$ cat config.mk
export PLATFORM = sky130hd
export DESIGN_NAME = bfa_fifo
export DESIGN_NICKNAME = d
export VERILOG_FILES = /design/src/design/bfa_pkg.sv /design/src/design/bfa_fifo.sv
export SDC_FILE = /design/constraint.sdc
export NUM_CORES = 1
export LEC_CHECK = 0
export BUFFER_PORTS_ARGS = -buffer_cell sky130_fd_sc_hd__buf_2
export CORE_UTILIZATION = 55
export DETAILED_ROUTE_END_ITERATION = 8
export PLACE_DENSITY = 0.78
export SETUP_SLACK_MARGIN = 0.2
export SYNTH_ARGS = -nofsm -noshare
export SYNTH_HDL_FRONTEND = slang
export SYNTH_SLANG_ARGS = --single-unit
$ cat constraint.sdc
create_clock -name clk -period 1.9 [get_ports clk]
set_input_delay 0.19 -clock clk [delete_from_list [all_inputs] [get_ports clk]]
set_output_delay 0.19 -clock clk [all_outputs]
set_load 0.02 [all_outputs]
$ cat src/design/bfa_pkg.sv
package bfa_pkg;

	localparam int ALPHABET   = 32;
	localparam int SYM_W      = 5;
	localparam int IDX_W      = 2 * SYM_W;
	localparam int HIST_DEPTH = ALPHABET * ALPHABET;
	localparam int COUNT_BITS = 16;
	localparam int EPOCH_W    = 8;
	localparam int FIFO_DEPTH = 4;
	localparam int FIFO_PTR_W = 2;
	localparam int FIFO_CNT_W = FIFO_PTR_W + 1;

	typedef logic [COUNT_BITS-1:0] count_t;
	typedef logic [EPOCH_W-1:0]    epoch_t;

	// one classified pair between front and back
	typedef struct packed {
		logic [IDX_W-1:0] idx;     // {previous symbol, current symbol}
		logic             pair_ok; // a previous symbol exists
		logic             last;    // closes the string
	} pair_item_t;

	// queue head as seen by the back end
	typedef struct packed {
		logic       avail;
		pair_item_t item;
	} queue_head_t;

	// histogram word: epoch tag and count
	typedef struct packed {
		epoch_t tag;
		count_t cnt;
	} hist_word_t;

endpackage

$ cat src/design/bfa_fifo.sv
module bfa_fifo (
	input  logic                 clk,
	input  logic                 arst_n,
	input  logic                 push,
	input  bfa_pkg::pair_item_t  push_item,
	output logic                 full,
	input  logic                 pop,
	output bfa_pkg::queue_head_t head
);
	import bfa_pkg::*;

	pair_item_t            slot_q [FIFO_DEPTH];
	logic [FIFO_PTR_W-1:0] wr_ptr_q;
	logic [FIFO_PTR_W-1:0] rd_ptr_q;
	logic [FIFO_CNT_W-1:0] cnt_q;

	assign full       = (cnt_q == FIFO_CNT_W'(FIFO_DEPTH));
	assign head.avail = (cnt_q != '0);
	assign head.item  = slot_q[rd_ptr_q];

	always_ff @(posedge clk) begin
		if (push) begin
			slot_q[wr_ptr_q] <= push_item;
		end
	end

	always_ff @(posedge clk or negedge arst_n) begin
		if (!arst_n) begin
			wr_ptr_q <= '0;
			rd_ptr_q <= '0;
			cnt_q    <= '0;
		end else begin
			if (push) begin
				wr_ptr_q <= wr_ptr_q + 1'b1;
			end
			if (pop) begin
				rd_ptr_q <= rd_ptr_q + 1'b1;
			end
			case ({push, pop})
				2'b10:   cnt_q <= cnt_q + 1'b1;
				2'b01:   cnt_q <= cnt_q - 1'b1;
				default: cnt_q <= cnt_q;
			endcase
		end
	end

	assert property (@(posedge clk) disable iff (!arst_n) pop |-> head.avail)
		else $error("fifo pop while empty");
	assert property (@(posedge clk) disable iff (!arst_n) push |-> !full)
		else $error("fifo push while full");
	assert property (@(posedge clk) disable iff (!arst_n)
		(push && !pop) |=> (cnt_q == $past(cnt_q) + 1'b1))
		else $error("fifo count did not follow push");

endmodule

Yosys cells after proc, flatten, opt, wreduce, memory -nomap -nowiden
Memories as Yosys holds them, arrays and structs flattened.
Cells that the tools add are included.
{"block": "classes", "n_addsub": 4, "multipliers": 0, "n_div": 0, "magnitude_cmp": 0, "n_eq_ne": 3, "shifts": 0, "muxes": 3, "bitwise_logic": 0, "reduce_logical": 2}
{"operator": "$pmux 3 s2", "n": 1}
{"operator": "$add 2x1->2 const B", "n": 2}
{"operator": "$add 3x1->3 const B", "n": 1}
{"operator": "$eq 3x3->1 const B", "n": 1}
{"operator": "$reduce_bool 3->1", "n": 1}
{"operator": "$sub 3x1->3 const B", "n": 1}
{"operator": "$eq 2x1->1 const B", "n": 1}
{"operator": "$eq 2x2->1 const B", "n": 1}
{"operator": "$mux 1", "n": 2}
{"operator": "$reduce_bool 2->1", "n": 1}
{"block": "word_totals", "regBits": 7, "latchBits": 0, "ramBits": 48, "mem_bits_ro": 0, "input_bits": 16, "output_inout_bits": 14, "word_cells": 16, "memories": 1}
{"memory": "slot_q", "words": 4, "width": 12, "read_ports": 1, "rd_clocked_by_memory_dff": 0, "wr": 1, "line_no": "bfa_fifo.sv:12", "source": "pair_item_t slot_q [FIFO_DEPTH];"}

Longest topological paths before layout
{"block": "depth", "ltp_word": 2, "ltp_mapped": 7, "ltp_nobuf": 7}

Worst setup path before layout
OpenSTA, ideal clock, no wires.
{"block": "synth_timing", "path_kind": "flip-flop to output port", "start": "register rd_ptr_q[0]", "end": "output head[10] (netlist bit)", "arrival_time_ns": 1.137, "required_ns": 1.710, "path_slack_ns": 0.573, "stages_incl_launch_ff": 4, "n_path_buf": 2, "path_cell_list": "dfrtp_1 > buf_6 > buf_12 > mux4_2"}
{"item": "start, declared", "line_no": "bfa_fifo.sv:14", "source": "logic [FIFO_PTR_W-1:0] rd_ptr_q;"}
{"item": "start signal, assigned", "line_no": "bfa_fifo.sv:37", "source": "rd_ptr_q <= rd_ptr_q + 1'b1;"}
{"item": "end, declared", "line_no": "bfa_fifo.sv:8", "source": "output bfa_pkg::queue_head_t head"}

==> parameters.txt <==
Parameter                              Value

Route
  Router iterations before antenna repair ... 4
  DRC viols ... 0
  DRT Wirelength ... 3380 um
  DR iter-0 viols ... 88
  Average detailed-routed wire length per instance ... 17.8 um
  Routed vias ... 1019
  Residual antenna-violating net count after detailed routing ... 0
  Average via count per standard cell ... 5.36

Clocking
  Level count of the clock H-tree ... 2
  Clock network latency to the later pin of the worst-skew pair ... 290 ps
  Maximum buffer depth of the clock tree ... 2
  Clock edge transition at the registers on the reported setup and hold paths ... 90 ps
  TritonCTS clock tree ... built
  Number of buffers inserted during clock tree synthesis ... 5
  Clock root buffer ... sky130_fd_sc_hd__clkbuf_8
  Clock sink count ... 55

Timing
  Post-route fraction of the period consumed by the critical path ... 91.5%
  Highest attainable clock frequency ... 575 MHz
  Worst slew margin relative to its limit ... 86.9%
  Slew Limit Fails ... 0
  Setup repair after global routing missed its margin ... yes
  Final Hold Violating Endpoints ... 0
  Final worst clock skew ... 5.16 ps
  Post-layout min period ... 1740 ps
  Setup TNS after final layout ... 0 ps
  Worst Tran Pin Value ... 197 ps
  Final number of setup-violating endpoints ... 0

Setup path
  Data required, critical path ... 1710 ps
  Largest fanout of any net on the critical path ... 8
  Crit-path slowest cell ... sky130_fd_sc_hd__mux4_2
  Critical R2R Capture ... cnt_q[2]
  Startpoint of the worst-slack reg-to-reg timing path ... cnt_q[1]
  Critical Path Max Stage Delay ... 520 ps
  Worst Setup End Kind ... output pin
  Chain of cells forming the critical path ... buf_8, mux4_2, buf_6
  Largest delay share family, worst path ... multiplexers
  Crit path launch type ... register
  Cell count of the worst reg-to-reg path ... 5
  Kind of critical path ... register to output pin
  Worst EP arrival ... 1550 ps
  Reg2reg setup slack ... 470 ps
  Crit path buffers/inverters ... 2

Floorplanning
  Initial standard-cell utilization of the core ... 58.1%
  Overall die width ... 64.7 um
  IO Count ... 30
  Vertical extent of the die ... 64.7 um
  Area of the die ... 0.00418 sq mm
  Number of core rows ... 22
  Area of the core region ... 0.00372 sq mm

Global routing
  Global route overflow ... 0
  Via count of the first global-routing pass ... 1110
  Global-route met1 utilization ... 21.1%
  Antenna violations before repair ... 0
  GRT met2 Usage ... 32.5%
  Layer with the highest usage after global routing ... met2
  Routing usage on met3 ... 5.46%
  Maximum number of pins on one net before global-route repair ... 17
  Global-route usage over all layers ... 18.3%
  Global-route wire length before repair ... 5310 um

Power
  Power share of the clock group ... 18.0%
  Share of power burned in combinational logic ... 38.9%
  Power spent charging and discharging nets ... 1.24 mW
  Overall power ... 4.04 mW
  Sequential share of power ... 43.1%
  Worst ir drop on vdd ... 0.000946 V
  Switching part of the total ... 30.6%
  Cell-internal power ... 2.80 mW
  Power density cells ... 1570 mW/mm^2
  Leakage power summed over all cells ... 0.970 nW

Layout
  Fraction of final layout cells with drive strength greater than 1 ... 40.1%
  Layout net count ... 163
  Diodes inserted ... 0
  Final core area utilization ... 69.4%
  Most common library cell in the layout ignoring fill and taps ... sky130_fd_sc_hd__edfxtp_1
  Highest-count cells in the layout ignoring fill and taps ... 48 x sky130_fd_sc_hd__edfxtp_1, 17 x sky130_fd_sc_hd__buf_2, 13 x sky130_fd_sc_hd__buf_6, 12 x sky130_fd_sc_hd__mux4_2
  Area added between synthesis and finish ... 19.4%

Placement
  Count of port buffers added during placement ... 29
  Detailed placement HPWL ... 2320 um
  Routability congestion estimate from global placement ... 0.753

Flow run
  Number of max-cap violations ... 0

Synth
  Synthesized instance count ... 99
  Syn Std Cell Area ... 0.00216 sq mm
  Sequential-to-total area share from yosys stat ... 74.9%
  Synthesis-stage register bit count ... 55
  Synth Area per Inst ... 21.8 sq um
  Net Count, Synth ... 121
  Total of warnings raised by yosys ... 0
  Number of different library cells in the post-synthesis netlist ... 19

Hold path
  Depth of the worst hold-timing path ... 1
  Sink of the worst hold path ... slot_q[2][9]
  Min-delay src ... push_item[9]
  Class of the tightest hold or removal check ... input port to register

Status
  Outcome ... finished, final reports clean
synthesized netlist by cell type:
| library cell | number | area [sq um] |
|---|---|---|
| sky130_fd_sc_hd__and2_1 | 4 | 25.0 |
| sky130_fd_sc_hd__inv_1 | 6 | 22.5 |
| sky130_fd_sc_hd__dfrtp_1 | 7 | 175 |
| sky130_fd_sc_hd__and3_1 | 1 | 6.26 |
| sky130_fd_sc_hd__o21ai_0 | 1 | 5.00 |
| sky130_fd_sc_hd__or3_1 | 1 | 6.26 |
| sky130_fd_sc_hd__edfxtp_1 | 48 | 1440 |
| sky130_fd_sc_hd__xnor2_1 | 2 | 17.5 |
| sky130_fd_sc_hd__buf_6 | 1 | 11.3 |
| sky130_fd_sc_hd__mux4_1 | 4 | 105 |
| sky130_fd_sc_hd__fa_1 | 1 | 20.0 |
| sky130_fd_sc_hd__ha_1 | 5 | 62.6 |
| sky130_fd_sc_hd__mux2i_1 | 1 | 10.0 |
| sky130_fd_sc_hd__nor2_1 | 1 | 3.75 |
| sky130_fd_sc_hd__mux4_2 | 8 | 180 |
| sky130_fd_sc_hd__xor2_1 | 4 | 35.0 |
| sky130_fd_sc_hd__buf_2 | 1 | 5.00 |
| sky130_fd_sc_hd__buf_12 | 1 | 20.0 |
| sky130_fd_sc_hd__nand2_1 | 2 | 7.51 |
area by class of cell:
| class | instances | area [sq um] |
|---|---|---|
| sequential | 55 | 1620 |
| fill | 237 | 1140 |
| multi-input combinational | 35 | 469 |
| timing repair buffer | 38 | 302 |
| clock buffer | 5 | 68.8 |
| tap | 48 | 60.1 |
| clock inverter | 3 | 38.8 |
| inverter | 6 | 22.5 |
flip-flops by register name, indices dropped and copies added (netlist names):
register	count
slot_q	48
cnt_q	3
rd_ptr_q	2
wr_ptr_q	2
kinds of logic after synthesis:
logic type                 Yosys count  share of synthesized area [%]
muxes                               13                           13.7
xor gates and xnor gates             6                           2.43
DFF                                 55                           74.9
adders and majority gates            6                           3.82
AOI/OAI and AO/OA                    1                          0.232
and+or+nand+nor                      9                           2.26
buffers and inverters                9                           2.72
how the worst max path moves through the flow:
stage,startpoint,end,slack [ps],depth (start not counted)
finish,rd_ptr_q[0],head[8],160,3
global route,rd_ptr_q[0],head[8],110,3
CTS,rd_ptr_q[0],head[8],140,3
detailed placement,push,cnt_q[2],370,8
global placement,push,cnt_q[2],440,8
floorplan,rd_ptr_q[0],head[10],570,3
worst register-to-register path, cell delays in order, from the launching register on:
cell and delay (ps):
sky130_fd_sc_hd__dfrtp_1 360, sky130_fd_sc_hd__inv_1 100, sky130_fd_sc_hd__fa_1 450, sky130_fd_sc_hd__xor2_1 170
sky130_fd_sc_hd__nor2_1 140, sky130_fd_sc_hd__xor2_1 150
stage by stage:
stage               setup slack [ps]  hold WS (ps)  instance area [sq um]  cells
floorplan                        573          -106                   2160     99
global placement                 440          31.0                   2380    180
detailed placement               367          31.7                   2380    180
CTS                              140          95.8                   2560    189
global route                     107          88.7                   2580    190
finish                           162           103                   2580    190
repair_timing:
action / CTS / global route
hold endpoints to repair: 7 / 0
gates resized for setup: 28 / 4
endpoints found under the setup margin: 12 / 12
hold buffers: 1 / 0
buffers inserted: 0 / 1
power groups by stage:
stage	Clock [mW]	Combinational (mW)	Sequential, mW
after global routing	0.778	1.68	1.76
final	0.727	1.57	1.74
after detailed placement	0	1.29	1.76
after global placement	0	1.24	1.73
after floorplan	0	0.961	1.70
after CTS	0.738	1.53	1.74
layer usage:
metal	part of all wire, %	vias to the layer above	wire length (um)
li1	-	462	-
met1	39	522	1310
met2	56	33	1890
met3	4.4	2	150
met4	0.92	0	31
met5	0	-	0
No activity file was read; power rests on OpenSTA's default activity.
