===== config.mk =====
export PLATFORM = sky130hd
export DESIGN_NAME = bfa_front
export DESIGN_NICKNAME = d
export VERILOG_FILES = /design/src/design/bfa_pkg.sv /design/src/design/bfa_front.sv
export SDC_FILE = /design/constraint.sdc
export NUM_CORES = 1
export LEC_CHECK = 0
export ABC_AREA = 1
export BUFFER_PORTS_ARGS = -buffer_cell sky130_fd_sc_hd__buf_4
export CORE_AREA = 2 2 39 41
export CTS_CLUSTER_DIAMETER = 120
export DETAILED_ROUTE_END_ITERATION = 10
export DIE_AREA = 0 0 41 43
export SLEW_MARGIN = 30
export SYNTH_ARGS = -nofsm -noshare
export SYNTH_HDL_FRONTEND = slang
export SYNTH_SLANG_ARGS = --single-unit

===== constraint.sdc =====
create_clock -name clk -period 0.8 [get_ports clk]
set_input_delay 0.12 -clock clk [delete_from_list [all_inputs] [get_ports clk]]
set_output_delay 0.12 -clock clk [all_outputs]
set_load 0.01 [all_outputs]

===== src/design/bfa_pkg.sv =====
package bfa_pkg;

	localparam int ALPHABET   = 32;
	localparam int SYM_W      = 5;
	localparam int IDX_W      = 2 * SYM_W;
	localparam int HIST_DEPTH = ALPHABET * ALPHABET;
	localparam int COUNT_BITS = 16;
	localparam int EPOCH_W    = 8;
	localparam int FIFO_DEPTH = 4;
	localparam int FIFO_PTR_W = 2;
	localparam int FIFO_CNT_W = FIFO_PTR_W + 1;

	typedef logic [COUNT_BITS-1:0] count_t;
	typedef logic [EPOCH_W-1:0]    epoch_t;

	// one classified pair between front and back
	typedef struct packed {
		logic [IDX_W-1:0] idx;     // {previous symbol, current symbol}
		logic             pair_ok; // a previous symbol exists
		logic             last;    // closes the string
	} pair_item_t;

	// queue head as seen by the back end
	typedef struct packed {
		logic       avail;
		pair_item_t item;
	} queue_head_t;

	// histogram word: epoch tag and count
	typedef struct packed {
		epoch_t tag;
		count_t cnt;
	} hist_word_t;

endpackage


===== src/design/bfa_front.sv =====
module bfa_front (
	input  logic                    clk,
	input  logic                    arst_n,
	input  logic                    in_valid,
	output logic                    in_stall,
	input  logic [bfa_pkg::SYM_W-1:0] symbol,
	input  logic                    last,
	input  logic                    q_full,
	input  logic                    clearing,
	output logic                    push,
	output bfa_pkg::pair_item_t     push_item
);
	import bfa_pkg::*;

	logic [SYM_W-1:0] prev_q;
	logic             have_prev_q;

	assign in_stall = q_full || clearing;
	assign push     = in_valid && !in_stall;

	// symbol is already within the alphabet (5 bits, 32 symbols)
	assign push_item.idx     = {prev_q, symbol};
	assign push_item.pair_ok = have_prev_q;
	assign push_item.last    = last;

	always_ff @(posedge clk or negedge arst_n) begin
		if (!arst_n) begin
			prev_q      <= '0;
			have_prev_q <= 1'b0;
		end else if (push) begin
			if (last) begin
				prev_q      <= '0;
				have_prev_q <= 1'b0;
			end else begin
				prev_q      <= symbol;
				have_prev_q <= 1'b1;
			end
		end
	end

endmodule


=== After elaboration in Yosys (flattened, before gate mapping) ===
Cells that the tools add are included.

* Register bits after elaboration: 6
* Bits in latches: 0
* RAM bits: 0
* Memory bits (read-only): 0
* Bits of input ports: 11
* Output and inout port bits: 14
* Word-level logic and storage cells: 7
* Memories: 0

* $add $sub $neg: 0
* Multiply operators: 0
* Div/mod/pow operators: 0
* Order comparisons: 0
* Equal/unequal tests: 0
* Shifts and indexed selects: 0
* Multiplexer cells: 2
* Bitwise gates (word level): 0
* Reduce and logical (&&, ||, !) cells: 3

{| class="wikitable"
|+ Operators by type and width
! cell !! count
|-
| $mux W5 || 1
|-
| $logic_and A1 B1 Y1 || 1
|-
| $logic_not A1 Y1 || 1
|-
| $logic_or A1 B1 Y1 || 1
|-
| $mux W1 || 1
|}

=== Longest topological paths before layout ===
Gate-level depths: netlist (run 1).

* Depth after elaboration: 3
* Gate-level depth with buffers: 4

=== Worst setup path before layout (run 1) ===
OpenSTA, ideal clock, no wires.

* Path kind: register to register
* Start point: reg prev_q[0] (netlist name)
* End point: reg prev_q[0]
* Setup time: 0.117 ns
* Arrival: 0.503 ns
* Required time: 0.683 ns
* Setup slack: 0.180 ns
* Stages on the path, launching flop included: 3
* Buffers on the path: 0
* Cell sequence: dfrtp_1 > nand2_1 > nand2_1

{| class="wikitable"
|+ RTL lines
! element !! line !! source
|-
| end signal, assigned || bfa_front.sv:35 || <nowiki>prev_q <= symbol;</nowiki>
|-
| end, declared || bfa_front.sv:15 || <nowiki>logic [SYM_W-1:0] prev_q;</nowiki>
|}

=== Worst setup path after layout (run 1) ===
* Start point: reg prev_q[3]
* End point: out push_item[10] (netlist bit)

{| class="wikitable"
|+ RTL lines
! element !! line !! source
|-
| end, declared || bfa_front.sv:11 || <nowiki>output bfa_pkg::pair_item_t push_item</nowiki>
|}

No word-level cell between the ends.

==> run_results.csv, run 1 <==
group,metric,value,unit
finish,layout_commonest_cell,"buf_4",
synth,post_synth_num_cell_types,9,
grt,grt_first_pass_wirelength,1150,µm
setup_path,maximum_fanout_encountered_on_the_critical_timing_path,2,
placement,portBuffers,24,
synth,synth.yosys.seq_area_share,43.2,%
synth,ys_seq_elements,6,
outcome,violations,"setup timing",
finish,final_layout_size_suffix_gt1_share,47.9,%
setup_path,startpoint_kind_of_the_worst_setup_timing_path,"flip-flop",
synth,syn_inst,45,
synth,avgSynthCellArea,7.73,µm²
setup_path,critical_path_arrival,0.76,ns
clock_tree,tritoncts,"done",
setup_path,cell_by_cell_trace_of_the_critical_path,"buf_6",
clock_tree,cts.path.max_buffers,2,
grt,gr-usage-all-layers,10.2,%
finish,highest_count_cells_in_the_layout_ignoring_fill_and_taps,"buf_4 (23), nand2_1 (12), inv_1 (7)",
clock_tree,clock_latency,0.25,ns
setup_path,endpoint_kind,"output port",
setup_path,cp-endpoint,"push_item[10]",
detailed_routing,detailedRoute.firstIterationViolations,3,
floorplanning,fp-row-count,14,
detailed_routing,detail_route.vias_per_cell,3.98,
setup_path,worst_path_dominant_cell_family,"flip-flops",
setup_path,critical-path-slowest-cell,"dfrtp_1",
detailed_routing,drc,0,
placement,weighted_congestion_at_the_end_of_routability_driven_global_placement,0.698,
clock_tree,htree_levels,1,
setup_path,timing.critical_path.depth,1,
power,combinationalPowerShare,32.7,%
clock_tree,cts_root_buffer,"clkbuf_4",
detailed_routing,via_count,346,
power,power.ir.vdd_worst,1030,µV
setup_path,worst-setup-path-type,"reg2out",
power,net-switching-power,0.258,mW
grt,grt.overflow.total,0,
grt,largest_net_degree_at_the_start_of_global_routing,8,
power,power.leakage,0.354,nW
detailed_routing,antenna_violating_nets_post_route,0,
placement,dp.final_hpwl,601,µm
detailed_routing,pre_antenna_drt_iters,4,
timing,clock.fmax,1140,MHz
floorplanning,initial_utilization,25.1,%
synth,synth-warning-count,0,
timing,postLayoutSetupSlackWorst,-0.0781,ns
timing,finClkSkew,0,ns
setup_path,worst_setup_path_startpoint,"prev_q[3]$_DFFE_PN0P_",
floorplanning,die_h,43,µm
setup_path,timing.reg2reg.setup_slack,-0.03,ns
setup_path,crit-reg2reg-launch,"have_prev_q$_DFFE_PN0P_",
finish,layout.nets,84,
power,p_seq_share,38.5,%
timing,tcrit_tclk_final,110,%
floorplanning,die-area,1760,µm²
setup_path,worst-r2r-cell-count,4,
detailed_routing,routed_wl_per_cell,8.80,µm
floorplanning,die_width,41,µm
timing,hold_violations,0,
finish,multi_input_area,119,µm²
setup_path,r2r-end,"have_prev_q$_DFFE_PN0P_",
finish,seqCellArea,150,µm²
timing,setup_violations,7,
grt,first_global_vias,286,
grt,antenna_violations_before_repair,0,
run,drv.max_cap_violation_count,0,
finish,antenna-diode-count,0,
synth,synthesis.nets,56,
timing,grt_setup_unrepaired,"yes",
outcome,run_status,"finished, violations left",
clock_tree,clk_pin_slew_worst_paths,0.05,ns
placement,preCtsSetupSlack,0.0415,ns
timing,timing.slew.headroom,91.9,%
finish,fillers,155,
power,internal-power,0.709,mW
timing,hold_ws,0.175,ns
setup_path,timing.critical_path.required,0.68,ns
finish,syn2layout_area_growth,69.1,%
timing,worst_pin_slew,0.122,ns
floorplanning,core,1380,µm²
synth,synthesis.area,348,µm²
power,clock_power_share,28.8,%
timing,final.min_clock_period,0.878,ns
clock_tree,tritoncts.num_buffers,3,
power,power.switching_fraction,26.7,%
setup_path,max_incr_delay_on_cp,0.38,ns
timing,timing_max_transition_violations_final,0,
clock_tree,tritoncts_num_sinks,6,
floorplanning,io-pin-count,25,
power,power_per_cell_area,1640,nW/µm²
detailed_routing,routed_wirelength,766,µm
setup_path,cp.buffers_inverters,1,
hold_path,hold_class,"in2reg",
sequential cells by signal, indices dropped and copies added (netlist names):
| register | flops |
|---|---|
| prev_q | 5 |
| have_prev_q | 1 |
through the flow:
| step | cell area, µm² | TNS, ns | std cells | total power, mW | util (%) |
|---|---|---|---|---|---|
| 2_1_floorplan | 348 | 0 | 45 | 0.490 | - |
| 3_3_place_gp | 503 | 0 | 79 | 0.620 | 36.3 |
| 3_5_place_dp | 503 | 0 | 79 | 0.621 | 36.3 |
| 4_1_cts | 573 | -0.450 | 85 | 0.958 | 41.4 |
| 5_1_grt | 588 | -0.650 | 87 | 1.03 | 42.5 |
| 6_report | 588 | -0.457 | 87 | 0.967 | 42.5 |
power by group through the flow:
stage                     Sequential (mW)  Combinational (mW)  Clock [mW]
after floorplan                     0.384               0.106           0
after detailed placement            0.371               0.251           0
final                               0.372               0.316       0.279
after global placement              0.372               0.249           0
after CTS                           0.373               0.302       0.283
after global routing                0.376               0.344       0.311
Yosys cell counts:
cell type / instances / area share, %
nand3_1: 5 / 7.2
inv_1: 7 / 7.6
dfrtp_1: 6 / 43
nand3b_1: 1 / 2.2
nor2_1: 5 / 5.4
nor2_4: 1 / 3.2
nand2_4: 1 / 3.2
nand2_1: 12 / 13
buf_4: 7 / 15
cell type report:
cell class / count / area share, %
well taps: 16 / 3.40
repair buffers: 30 / 42.6
multi-input cells: 25 / 20.2
inverters: 7 / 4.47
clock buffers: 3 / 3.83
flip-flops and latches: 6 / 25.5
how the worst min path moves through the flow:
stage / from / to / slack (ns) / cells after the start
after global placement: arst_n / prev_q[0]$_DFFE_PN0P_ / -0.07 / 1
final: last / prev_q[1]$_DFFE_PN0P_ / 0.17 / 4
after detailed placement: arst_n / prev_q[3]$_DFFE_PN0P_ / -0.07 / 1
after CTS: in_valid / prev_q[1]$_DFFE_PN0P_ / 0.18 / 3
after floorplan: arst_n / have_prev_q$_DFFE_PN0P_ / -0.18 / 0
after global routing: last / prev_q[0]$_DFFE_PN0P_ / 0.18 / 4
metal layers:
layer	GRT usage (%)	part of all wire, %	vias to the layer above
li1	-	-	180
met4	2.00	0	0
met3	7.85	9.8	0
met2	14.1	53	14
met5	0	0	-
met1	12.4	37	152
kinds of logic after synthesis:
logic type	synth area share [%]
flops	43.2
simple gates	34.2
buf+inv	22.7
repair_timing:
action | 4_1_cts | 5_1_grt
gates resized for setup | 6 | 0
hold buffers | 1 | 0
setup buffers | 2 | 2
setup endpoints to repair | 6 | 6
hold endpoints to repair | 6 | 0
gates cloned | 0 | 0
pin swaps | 0 | 0
(Power assumes the default switching activity.)
==> inputs of run 2 (changes only) <==
==> constraint.sdc (replaced) <==
create_clock -name clk -period 1.13 [get_ports clk]
set_input_delay 0.1695 -clock clk [delete_from_list [all_inputs] [get_ports clk]]
set_output_delay 0.1695 -clock clk [all_outputs]
set_load 0.01 [all_outputs]
==> run_results.csv, run 2 (synthesis gave the netlist of run 1 again) <==
group,metric,value,unit
outcome,run_status,"finished clean",
hold_path,hold_class,"in2reg",
placement,portBuffers,24,
detailed_routing,via_count,323,
clock_tree,tritoncts.num_buffers,3,
setup_path,maximum_fanout_encountered_on_the_critical_timing_path,2,
floorplanning,io-pin-count,25,
grt,gr-usage-all-layers,10.2,%
floorplanning,initial_utilization,25.1,%
setup_path,cell_by_cell_trace_of_the_critical_path,"buf_4",
setup_path,crit-reg2reg-launch,"prev_q[4]$_DFFE_PN0P_",
timing,tcrit_tclk_final,82.8,%
setup_path,critical-path-slowest-cell,"dfrtp_1",
grt,first_global_vias,287,
grt,antenna_violations_before_repair,0,
power,power_per_cell_area,1190,nW/µm²
power,power.ir.vdd_worst,536,µV
detailed_routing,antenna_violating_nets_post_route,0,
detailed_routing,detailedRoute.firstIterationViolations,6,
timing,tns,0,ns
setup_path,timing.critical_path.required,0.96,ns
timing,hold_ws,0.226,ns
setup_path,worst_setup_path_startpoint,"prev_q[3]$_DFFE_PN0P_",
floorplanning,fp-row-count,14,
clock_tree,cts-resized-gates,0,
placement,weighted_congestion_at_the_end_of_routability_driven_global_placement,0.691,
timing,finClkSkew,0,ns
setup_path,worst_path_dominant_cell_family,"flip-flops",
run,drv.max_cap_violation_count,0,
finish,syn2layout_area_growth,51.8,%
setup_path,critical_path_arrival,0.77,ns
setup_path,cp.buffers_inverters,1,
clock_tree,tritoncts,"done",
clock_tree,cts_root_buffer,"clkbuf_4",
timing,worst_pin_slew,0.209,ns
timing,setup_violations,0,
clock_tree,clk_pin_slew_worst_paths,0.04,ns
finish,largest_reg_flops,5,
finish,highest_count_cells_in_the_layout_ignoring_fill_and_taps,"buf_4 (24), nand2_1 (12), inv_1 (7)",
floorplanning,core,1380,µm²
detailed_routing,drc,0,
grt,grt.overflow.total,0,
detailed_routing,pre_antenna_drt_iters,4,
grt,grt_first_pass_wirelength,1070,µm
finish,top_regs,"prev_q: 5 flops, have_prev_q: 1 flops",
timing,final.min_clock_period,0.936,ns
floorplanning,die-area,1760,µm²
detailed_routing,routed_wirelength,699,µm
floorplanning,die_width,41,µm
placement,dp.final_hpwl,570,µm
clock_tree,tritoncts_num_sinks,6,
setup_path,startpoint_kind_of_the_worst_setup_timing_path,"flip-flop",
grt,largest_net_degree_at_the_start_of_global_routing,9,
finish,layout_commonest_cell,"buf_4",
detailed_routing,routed_wl_per_cell,8.52,µm
timing,hold_violations,0,
finish,layout.nets,79,
finish,final_layout_size_suffix_gt1_share,43.9,%
floorplanning,die_h,43,µm
clock_tree,cts.path.max_buffers,2,
power,power.leakage,0.323,nW
clock_tree,htree_levels,1,
finish,largest_register,"prev_q",
timing,clock.fmax,1070,MHz
clock_tree,postCtsSetupBuffers,0,
timing,grt_setup_unrepaired,"no",
timing,timing_max_transition_violations_final,0,
setup_path,endpoint_kind,"output port",
finish,utilization,38.2,%
finish,antenna-diode-count,0,
setup_path,worst-setup-path-type,"reg2out",
timing,timing.slew.headroom,86.1,%
hold_path,min-delay-start,"q_full",
clock_tree,cts_hold_repair.buffers,1,
setup_path,max_incr_delay_on_cp,0.38,ns
clock_tree,clock_latency,0.25,ns
detailed_routing,detail_route.vias_per_cell,3.94,
## run 2: changes by cell type in the layout (fill, tap and decap cells not counted), sizes merged
cell  previous run  this run
buf             29        24
## run 2: final cells by class
class / count / area, µm²
Inverter: 7 / 26.3
Fill cell: 144 / 856
Tap cell: 16 / 20.0
Timing Repair Buffer: 25 / 190
Clock buffer: 3 / 22.5
Multi-Input combinational cell: 25 / 119
Sequential cell: 6 / 150
## run 2: path summary, 6_finish.rpt
path,depth (start not counted),end,slack [ns]
min in group asynchronous,2,prev_q[0]$_DFFE_PN0P_,0.27
min reg2reg,2,have_prev_q$_DFFE_PN0P_,0.47
min,4,prev_q[3]$_DFFE_PN0P_,0.23
max,1,push_item[10],0.19
max in group asynchronous,2,prev_q[2]$_DFFE_PN0P_,0.75
max reg2reg,2,prev_q[4]$_DFFE_PN0P_,0.52
## run 2: per-layer routing
layer | track usage (%) | routed length (µm)
met5 | 0 | 0
met4 | 10.0 | 14
met3 | 7.85 | 80
met2 | 12.5 | 322
met1 | 10.2 | 281
## run 2: where the power goes
part / leakage, nW / total, mW / internal (mW) / switching [mW]
registers: 0.0781 / 0.259 / 0.244 / 0.0149
logic: 0.231 / 0.174 / 0.0949 / 0.0796
clock network: 0.0138 / 0.193 / 0.120 / 0.0736
total: 0.323 / 0.627 / 0.459 / 0.168
## run 2: per-stage QoR
step,power [mW],cells,area (µm²),setup slack (ns)
floorplan,0.347,45,348,0.436
finish,0.627,82,528,0.194
global placement,0.437,78,495,0.209
CTS,0.639,82,528,0.186
detailed placement,0.437,78,495,0.203
global route,0.675,82,528,0.148
